**config.mk**
```make
export PLATFORM = sky130hd
export DESIGN_NAME = boxcar_moving_average_top
export DESIGN_NICKNAME = d
export VERILOG_FILES = /design/src/rtl/core/bma_pkg.sv /design/src/rtl/core/bma_div_cell.sv /design/src/rtl/core/bma_window.sv /design/src/rtl/core/boxcar_moving_average_top.sv
export VERILOG_INCLUDE_DIRS = /design/src /design/src/rtl/core
export SDC_FILE = /design/constraint.sdc
export NUM_CORES = 2
export LEC_CHECK = 0
export ABC_CLOCK_PERIOD_IN_PS = 15700
export BUFFER_PORTS_ARGS = -buffer_cell sky130_fd_sc_hd__buf_2
export CORE_ASPECT_RATIO = 1.1
export CORE_MARGIN = 2
export CORE_UTILIZATION = 30
export CTS_CLUSTER_DIAMETER = 80
export CTS_CLUSTER_SIZE = 14
export DETAILED_ROUTE_END_ITERATION = 10
export MAX_ROUTING_LAYER = met4
export SLEW_MARGIN = 20
export SYNTH_ARGS = -nofsm -noshare
export SYNTH_HDL_FRONTEND = slang
export SYNTH_SLANG_ARGS = --single-unit
```
**constraint.sdc**
```tcl
create_clock -name aclk -period 15.7 [get_ports aclk]
set_input_delay 1.57 -clock aclk [delete_from_list [all_inputs] [get_ports aclk]]
set_output_delay 1.57 -clock aclk [all_outputs]
set_load 0.01 [all_outputs]
```
**src/rtl/core/boxcar_moving_average_top_defines.svh**
```systemverilog
// Assertion macros for the boxcar moving average block
`ifndef BOXCAR_MOVING_AVERAGE_TOP_DEFINES_SVH
`define BOXCAR_MOVING_AVERAGE_TOP_DEFINES_SVH

// same-cycle implication, off during reset
`define BMA_ASSERT_SAME(label, clk, rstn, ante, cons, msg) \
    label: assert property (@(posedge clk) disable iff (!rstn) (ante) |-> (cons)) \
        else $error(msg);

// next-cycle implication, off during reset
`define BMA_ASSERT_NEXT(label, clk, rstn, ante, cons, msg) \
    label: assert property (@(posedge clk) disable iff (!rstn) (ante) |=> (cons)) \
        else $error(msg);

`endif

```
**src/rtl/core/bma_pkg.sv**
```systemverilog
// Shared constants and divider stage type for the boxcar moving average
package bma_pkg;

    localparam int MAX_WINDOW     = 64;
    localparam int SAMPLE_BITS    = 16;
    localparam int WIN_BITS       = $clog2(MAX_WINDOW + 1);
    localparam int SLOT_BITS      = $clog2(MAX_WINDOW);
    localparam int SUM_BITS       = SAMPLE_BITS + SLOT_BITS;
    localparam int DEFAULT_WINDOW = 8;

    // word: remaining dividend bits at the top, quotient bits shifting in below
    typedef struct packed {
        logic                   valid;
        logic [WIN_BITS-1:0]    rem;
        logic [SAMPLE_BITS-1:0] word;
        logic [WIN_BITS-1:0]    divisor;
    } div_stage_t;

endpackage

```
**src/rtl/core/bma_div_cell.sv**
```systemverilog
// One restoring-division cell: resolves one quotient bit and hands on to the next cell
module bma_div_cell (
    input  logic               aclk,
    input  logic               aresetn,
    input  logic               advance,
    input  bma_pkg::div_stage_t stage_in,
    output bma_pkg::div_stage_t stage_out
);
    import bma_pkg::*;

    logic [WIN_BITS:0]      trial;
    logic [WIN_BITS:0]      divisor_ext;
    logic                   fits;
    logic [WIN_BITS-1:0]    rem_next;
    logic                   valid_reg;
    logic [WIN_BITS-1:0]    rem_reg;
    logic [SAMPLE_BITS-1:0] word_reg;
    logic [WIN_BITS-1:0]    divisor_reg;

    assign trial       = {stage_in.rem, stage_in.word[SAMPLE_BITS-1]};
    assign divisor_ext = {1'b0, stage_in.divisor};
    assign fits        = (trial >= divisor_ext);
    assign rem_next    = fits ? WIN_BITS'(trial - divisor_ext) : WIN_BITS'(trial);

    always_ff @(posedge aclk) begin
        if (!aresetn) begin
            valid_reg <= 1'b0;
        end else if (advance) begin
            valid_reg <= stage_in.valid;
        end
    end

    always_ff @(posedge aclk) begin
        if (advance) begin
            rem_reg     <= rem_next;
            word_reg    <= {stage_in.word[SAMPLE_BITS-2:0], fits};
            divisor_reg <= stage_in.divisor;
        end
    end

    assign stage_out = {valid_reg, rem_reg, word_reg, divisor_reg};

endmodule

```
**src/rtl/core/bma_window.sv**
```systemverilog
// Sample history, running sum and fill count; issues one division per transaction
module bma_window (
    input  logic                            aclk,
    input  logic                            aresetn,
    input  logic [bma_pkg::SAMPLE_BITS-1:0] s_sample,
    input  logic                            s_first,
    input  logic                            s_valid,
    output logic                            s_ready,
    input  logic [bma_pkg::WIN_BITS-1:0]    cfg_window_length,
    input  logic                            cfg_valid,
    output logic                            cfg_ready,
    input  logic                            item_done,
    output bma_pkg::div_stage_t             launch
);
    import bma_pkg::*;

    logic [SAMPLE_BITS-1:0] hist_mem [MAX_WINDOW];
    logic [SAMPLE_BITS-1:0] hist_q_reg;

    logic [WIN_BITS-1:0]    window_reg;
    logic [SUM_BITS-1:0]    sum_reg;
    logic [WIN_BITS-1:0]    fill_reg;
    logic [SLOT_BITS-1:0]   write_slot_reg;
    logic [SLOT_BITS-1:0]   slot_reg;
    logic [SAMPLE_BITS-1:0] sample_reg;
    logic                   busy_reg;
    logic                   update_reg;
    logic                   launch_valid_reg;
    logic [WIN_BITS-1:0]    launch_rem_reg;
    logic [SAMPLE_BITS-1:0] launch_word_reg;
    logic [WIN_BITS-1:0]    launch_divisor_reg;

    logic                   s_accept;
    logic                   cfg_accept;
    logic [WIN_BITS-1:0]    win_eff;
    logic [SLOT_BITS-1:0]   slot_sel;
    logic                   full;
    logic [SAMPLE_BITS-1:0] leaving;
    logic [SUM_BITS-1:0]    sum_next;
    logic [WIN_BITS-1:0]    fill_next;
    logic [WIN_BITS-1:0]    slot_inc;
    logic [SLOT_BITS-1:0]   write_slot_next;

    assign cfg_ready  = !busy_reg;
    assign s_ready    = !busy_reg && !cfg_valid;
    assign s_accept   = s_valid && s_ready;
    assign cfg_accept = cfg_valid && cfg_ready;

    always_comb begin
        priority if (window_reg == '0) begin
            win_eff = WIN_BITS'(1);
        end else if (window_reg > WIN_BITS'(MAX_WINDOW)) begin
            win_eff = WIN_BITS'(MAX_WINDOW);
        end else begin
            win_eff = window_reg;
        end
    end

    assign slot_sel = (s_first || ({1'b0, write_slot_reg} >= win_eff)) ? '0 : write_slot_reg;

    assign full      = (fill_reg >= win_eff);
    assign leaving   = full ? hist_q_reg : '0;
    assign sum_next  = sum_reg - SUM_BITS'(leaving) + SUM_BITS'(sample_reg);
    assign fill_next = full ? win_eff : WIN_BITS'(fill_reg + 1'b1);
    assign slot_inc  = WIN_BITS'({1'b0, slot_reg} + 1'b1);
    assign write_slot_next = (slot_inc >= win_eff) ? '0 : slot_inc[SLOT_BITS-1:0];

    // history: read on acceptance, written back in the following cycle
    always_ff @(posedge aclk) begin
        if (s_accept) begin
            hist_q_reg <= hist_mem[slot_sel];
        end
        if (update_reg) begin
            hist_mem[slot_reg] <= sample_reg;
        end
    end

    always_ff @(posedge aclk) begin
        if (!aresetn) begin
            window_reg       <= WIN_BITS'(DEFAULT_WINDOW);
            sum_reg          <= '0;
            fill_reg         <= '0;
            write_slot_reg   <= '0;
            busy_reg         <= 1'b0;
            update_reg       <= 1'b0;
            launch_valid_reg <= 1'b0;
        end else begin
            update_reg       <= s_accept;
            launch_valid_reg <= update_reg;
            if (cfg_accept) begin
                window_reg     <= cfg_window_length;
                sum_reg        <= '0;
                fill_reg       <= '0;
                write_slot_reg <= '0;
            end else if (s_accept) begin
                busy_reg <= 1'b1;
                if (s_first) begin
                    sum_reg  <= '0;
                    fill_reg <= '0;
                end
            end else if (update_reg) begin
                sum_reg        <= sum_next;
                fill_reg       <= fill_next;
                write_slot_reg <= write_slot_next;
            end else if (item_done) begin
                busy_reg <= 1'b0;
            end
        end
    end

    always_ff @(posedge aclk) begin
        if (s_accept) begin
            sample_reg <= s_sample;
            slot_reg   <= slot_sel;
        end
        if (update_reg) begin
            launch_rem_reg     <= WIN_BITS'(sum_next >> SAMPLE_BITS);
            launch_word_reg    <= sum_next[SAMPLE_BITS-1:0];
            launch_divisor_reg <= fill_next;
        end
    end

    assign launch = {launch_valid_reg, launch_rem_reg, launch_word_reg, launch_divisor_reg};

endmodule

```
**src/rtl/core/boxcar_moving_average_top.sv**
```systemverilog
// Boxcar moving average: window front end, divider cell chain and output register
//
// Usage:
//   s_ channel: one sample per transaction; s_first restarts the series.
//   m_ channel: one average per input transaction, floor(sum / count),
//   in input order.
//   cfg channel: writes the window length (0 acts as 1, above 64 as 64)
//   and restarts the series. Write only while no transaction is in flight.
// Path: an input passes the history read, the sum update, the 16-cell
//   division chain and the output register; one item at a time is in
//   flight, and the next input waits until the result leaves the chain.
// Reset: window length 8, empty series, no result pending. History
//   content is not cleared; only entries written since a restart are read.
// Stall: the result waits in the output register; the next input is
//   taken meanwhile, and if its result arrives before the first is taken
//   the last cell holds it.
module boxcar_moving_average_top (
    input  logic                            aclk,
    input  logic                            aresetn,
    input  logic [bma_pkg::SAMPLE_BITS-1:0] s_sample,
    input  logic                            s_first,
    input  logic                            s_valid,
    output logic                            s_ready,
    output logic [bma_pkg::SAMPLE_BITS-1:0] m_average,
    output logic                            m_valid,
    input  logic                            m_ready,
    input  logic [bma_pkg::WIN_BITS-1:0]    cfg_window_length,
    input  logic                            cfg_valid,
    output logic                            cfg_ready
);
    import bma_pkg::*;

    `include "boxcar_moving_average_top_defines.svh"

    div_stage_t               stage [SAMPLE_BITS+1];
    logic [SAMPLE_BITS:0]     chain_valid;
    logic                     advance;
    logic                     item_done;
    logic                     m_valid_reg;
    logic [SAMPLE_BITS-1:0]   m_average_reg;

    assign advance   = !stage[SAMPLE_BITS].valid || !m_valid_reg || m_ready;
    assign item_done = stage[SAMPLE_BITS].valid && advance;

    bma_window u_window (
        .aclk              (aclk),
        .aresetn           (aresetn),
        .s_sample          (s_sample),
        .s_first           (s_first),
        .s_valid           (s_valid),
        .s_ready           (s_ready),
        .cfg_window_length (cfg_window_length),
        .cfg_valid         (cfg_valid),
        .cfg_ready         (cfg_ready),
        .item_done         (item_done),
        .launch            (stage[0])
    );

    for (genvar i = 0; i < SAMPLE_BITS; i++) begin : g_cell
        bma_div_cell u_cell (
            .aclk      (aclk),
            .aresetn   (aresetn),
            .advance   (advance),
            .stage_in  (stage[i]),
            .stage_out (stage[i+1])
        );
    end

    for (genvar i = 0; i <= SAMPLE_BITS; i++) begin : g_valid
        assign chain_valid[i] = stage[i].valid;
    end

    always_ff @(posedge aclk) begin
        if (!aresetn) begin
            m_valid_reg <= 1'b0;
        end else if (item_done) begin
            m_valid_reg <= 1'b1;
        end else if (m_ready) begin
            m_valid_reg <= 1'b0;
        end
    end

    always_ff @(posedge aclk) begin
        if (item_done) begin
            m_average_reg <= stage[SAMPLE_BITS].word;
        end
    end

    assign m_valid   = m_valid_reg;
    assign m_average = m_average_reg;

    `BMA_ASSERT_SAME(a_one_in_chain, aclk, aresetn, 1'b1, $onehot0(chain_valid),
        "more than one transaction in the divider chain")
    `BMA_ASSERT_SAME(a_accept_chain_empty, aclk, aresetn, s_valid && s_ready,
        chain_valid == '0, "input taken while a division is in flight")
    `BMA_ASSERT_NEXT(a_stall_holds, aclk, aresetn,
        stage[SAMPLE_BITS].valid && m_valid && !m_ready,
        stage[SAMPLE_BITS].valid && m_valid, "finished quotient lost during a stall")

endmodule

```
# == Word level (Yosys, flattened, before mapping) ==
# Memories as Yosys holds them, arrays and structs flattened. A register that Yosys moved wholly into a read port is not among the register bits.
# Cells that the tools add are included.
# op_classes
n_eq_ne,2
reduce_logical,19
bitwise_logic,3
magnitude_cmp,20
add_sub_neg,19
n_mux,34
# ops
operator,count
7-bit two-way mux,21
8-bit by 7-bit greater-or-equal comparator with 1-bit output,15
7-bit subtractor,15
22-bit two-way mux,3
22-bit by 16-bit adder with 22-bit output,1
22-bit by 16-bit subtractor with 22-bit output,1
7-bit greater-or-equal comparator,3
16-bit two-way mux,1
6-bit two-way mux,2
"6-bit by 1-bit adder with 7-bit output, second input constant",1
"7-bit by 1-bit adder with 7-bit output, second input constant",1
6-bit by 7-bit greater-or-equal comparator with 1-bit output,1
"7-bit > comparator, second input constant",1
7-bit zero test,1
1-bit two-way mux,7
2-bit nonzero test,3
1-bit logical AND,4
1-bit zero test,4
"2-bit inequality test, second input constant",2
2-bit AND reduction,2
1-bit logical OR,3
1-bit inverter,3
3-bit AND reduction,1
2-bit OR reduction,1
# totals
mem_count,1
mem_bits_rw,1024
word_cells,174
reg_bits,595
output_inout_bits,19
inputBits,29
# memory_table
name,depth,width,rd,rd_clocked_by_memory_dff,write_ports,line,rtl
u_window.hist_mem,64,16,1,1,1,bma_window.sv:17,logic [SAMPLE_BITS-1:0] hist_mem [MAX_WINDOW];

# == Depth between registers and ports, before layout ==
# depth
ltp_word,9
ltp_mapped,27
mapped_depth_nobuf,25

# == Modules after synthesis ==
# Synthesis repeated with hierarchy kept, for this count alone.
# hier_totals
cells_unflattened,4486
area_unflattened_um2,67656.1
# modules_own_cells
mod,seq_area_each_um2,instances,cells_each,area_each_um2
bma_window,33662.3,1,2993,44722.9
bma_div_cell (g_cell[14].u_cell ...),920.9,9,92,1408.9
bma_div_cell (g_cell[0].u_cell ...),920.9,7,92,1388.8
boxcar_moving_average_top,500.5,1,21,531.8

# == Worst setup path before layout ==
# OpenSTA, ideal clock, no wires.
# synth_timing
path_kind,input-to-reg
from,input port m_ready
to,register g_cell[0].u_cell.divisor_reg[0] (enable)
setup_ns,1.011
t_required_ns,14.689
path_slack_ns,-0.113
arrival_time_ns,14.802
stages,5
path_cell_list,nor2b_1 > and2_1 > clkbuf_1 > inv_1 > clkbuf_1
# synth_between
elab_chain_cells,1
# synth_lines
item,line,rtl
start: declaration,boxcar_moving_average_top.sv:26,"input logic m_ready,"
1-bit logical OR,boxcar_moving_average_top.sv:42,assign advance = !stage[SAMPLE_BITS].valid || !m_valid_reg || m_ready;
end signal: assignment,bma_div_cell.sv:37,divisor_reg <= stage_in.divisor;
end: declaration,bma_div_cell.sv:18,logic [WIN_BITS-1:0] divisor_reg;
# No other way between the ends.
# A chain may end at the register's enable or synchronous reset.

# == Worst setup path in the final report ==
# layout_timing
from,register u_window.write_slot_reg[0]
to,"register u_window.hist_q_reg[6] (read register of u_window.hist_mem), data pin"
# layout_between
elab_chain_cells,3
# layout_lines
item,line,rtl
start: declaration,bma_window.sv:23,logic [SLOT_BITS-1:0] write_slot_reg;
start signal: assignment,bma_window.sv:104,write_slot_reg <= write_slot_next;
6-bit by 7-bit greater-or-equal comparator with 1-bit output,bma_window.sv:59,"assign slot_sel = (s_first || ({1'b0, write_slot_reg} >= win_eff)) ? '0 : write_slot_reg;"
1-bit logical OR,bma_window.sv:59,
6-bit two-way mux *,bma_window.sv:59,
end: declaration,bma_window.sv:18,logic [SAMPLE_BITS-1:0] hist_q_reg;
# Every way passes the cells marked *; elsewhere a longest branch is shown, timed or not.

==> out/results.ini <==
[clock_tree]
ctsResizeCount = 0
clk_latency_ps = 820
clk_pin_slew_ps = 70
cts_hold_buf = 0
cts_made_buffers = 138
h-tree-depth = 4
cts_sinks = 1635
cts-root-buf = clkbuf_16
cts_buffer_depth = 3
cts_setup_buffers = 0
cts_tree = done

[global_route]
grt_max_degree = 181
grt_first_pass_wirelength_um = 230000
track_usage = 0.140
grt-ovfl-total = 0
grt_pass1_vias = 36301
antenna_found_initial = 3

[detailed_routing]
drtAntennaViolNets = 0
wl_per_cell_um = 21.1
initialDrtViolationCount = 3232
viasPerCell = 5.01
wirelength_um = 154000
num_vias = 36530
drt_first_pass_iters = 7
drc = 0

[sta]
fmax_mhz = 155
fin_tns_setup_ps = 0
drv_slew = 0
slew_headroom = 0.105
rsz0062_at_grt = no
layout_min_cycle_time_ps = 6460
hold_viol_final = 0
setup-violations-final = 0
fin_skew_ps = 75.6
worst_pin_slew_ps = 1340
setup_slack_ps = 9240
period_share = 0.411

[min_path]
hold_path_class = register to register

[logic_synthesis]
synthTopCellsByArea = edfxtp_1 (72%), ha_1 (3.0%), mux2i_1 (2.2%)
yosysWarnings = 0
syn_area_per_cell_um2 = 15.3
synth_ff_type = edfxtp_1
synth_edf_count = 1573
synth_cell_types = 67
yosys.cell_count.top_type = edfxtp_1
syn-num-nets = 4497
synthCells = 4281
synth_area_um2 = 65500
synth.top_cell.area_share = 0.721
synthArstFlopShare = 0
yosysSeqAreaShare = 0.740
synth_top_cell_by_area = edfxtp_1
synth_common_cells = edfxtp_1 (1573), nand2_1 (291), inv_1 (255)
ys_ff_latch = 1635

[layout]
area_growth_pct = 12.3
largest_reg_flops = 1024
nets = 4575
layout-drive-gt1-share = 0.0859

[die]
coreArea_um2 = 217000
io_pins = 48
chipWidth_um = 450
start_util = 0.302
die-area_um2 = 222000
num_rows = 179
die_h_um = 494

[pwr]
power_leakage_nw = 24.0
cellPowerDensity_nw_per_um2 = 129
max-vdd-ir-drop_v = 0.0000760

[worst_setup_path]
cp.arrival_ps = 6980
cp-start-kind = register
critical_path_class = register to register
path_max_fanout = 102
critPathRequiredTime_ps = 16220
worstSetupEndpointType = register

[placed_design]
dpl.hpwl_um = 91700
dp_slack_ps = 9290
place.gp.congestion = 0.872
io_buffers = 47

[status]
status = finished, final reports clean

[run]
maxCapViolCount = 0

==> through the flow <==
step                      total power, mW  area (um^2)  hold WS [ps]   util  instances
after floorplan                      6.16        65500           400      -       4281
after global placement               6.40        69500           401  0.321       7114
after detailed placement             6.43        69500           405  0.321       7114
after CTS                            9.61        73500           380  0.339       7293
after global routing                 9.95        73600           387  0.340       7297
final                                9.51        73600           384  0.340       7297
==> placed cells by master (no fill, tap or decap), types with 34 or more instances in the layout <==
cell	synthesis	layout
dfxtp_1	62	60
inv_1	255	253
o21ai_0	155	155
buf_2	20	47
nor2_1	167	137
a21oi_1	120	118
xor2_1	40	40
nor2b_1	93	92
buf_4	0	97
o221ai_1	128	128
xnor2_1	34	34
ha_1	156	156
a211oi_1	45	45
edfxtp_1	1573	1573
o22ai_1	132	132
nand3_1	90	90
mux2i_1	144	144
nand4_1	57	57
o22a_1	47	47
nand2_1	291	291
clkbuf_16	0	138
a22oi_1	45	45
==> cells by family after synthesis <==
group                      after synthesis  share of synthesized area
and+or+nand+nor                        826                     0.0601
xor gates and xnor gates                74                    0.00990
AOI/OAI and AO/OA                      934                     0.0993
muxes                                  156                     0.0241
buffers and inverters                  469                     0.0273
DFF                                   1635                      0.740
adders and majority gates              187                     0.0393
==> worst max-delay path: stages (launching register included) <==
cell,delay (ps)
dfxtp_1,760
inv_6,370
ha_1,400
nand2b_1,140
a31oi_1,220
o21a_1,340
o21ai_4,70
buf_4,330
inv_8,570
buf_4,780
buf_4,840
mux2i_1,270
o22ai_1,140
o21ai_0,650
nor4_1,120
==> power by group <==
group	switching (mW)	leakage [nW]	total [mW]	internal (mW)
clock	1.55	1.91	3.18	1.64
combinational	0.590	6.81	1.02	0.426
sequential	0.122	15.3	5.31	5.19
==> final cells by class <==
type | count | area [um^2]
inverters | 260 | 996
repair buffers | 147 | 1020
clock inverters | 24 | 437
multi-input cells | 2177 | 15500
diodes | 3 | 7.51
clock buffers | 155 | 3530
well taps | 2896 | 3620
fillers | 20664 | 143000
flip-flops and latches | 1635 | 48500
==> per-layer routing <==
metal	vias up	track usage	routed length, um
met1	18401	0.164	60100
met3	325	0.0248	9960
met4	0	0.0668	7720
met2	1219	0.234	76200
li1	16585	-	-
met5	-	-	0
==> worst paths after layout <==
| kind | start | to | slack (ps) | cells past startpoint |
|---|---|---|---|---|
| worst min-delay path | g_cell[0].u_cell.word_reg[10] | g_cell[1].u_cell.word_reg[11] | 380 | 0 |
| worst max-delay path | u_window.write_slot_reg[0] | u_window.hist_q_reg[6] | 9240 | 14 |
| worst min register to register | g_cell[0].u_cell.word_reg[10] | g_cell[1].u_cell.word_reg[11] | 380 | 0 |
| worst max register to register | u_window.write_slot_reg[0] | u_window.hist_q_reg[6] | 9240 | 14 |
No activity file was read; power rests on OpenSTA's default activity.
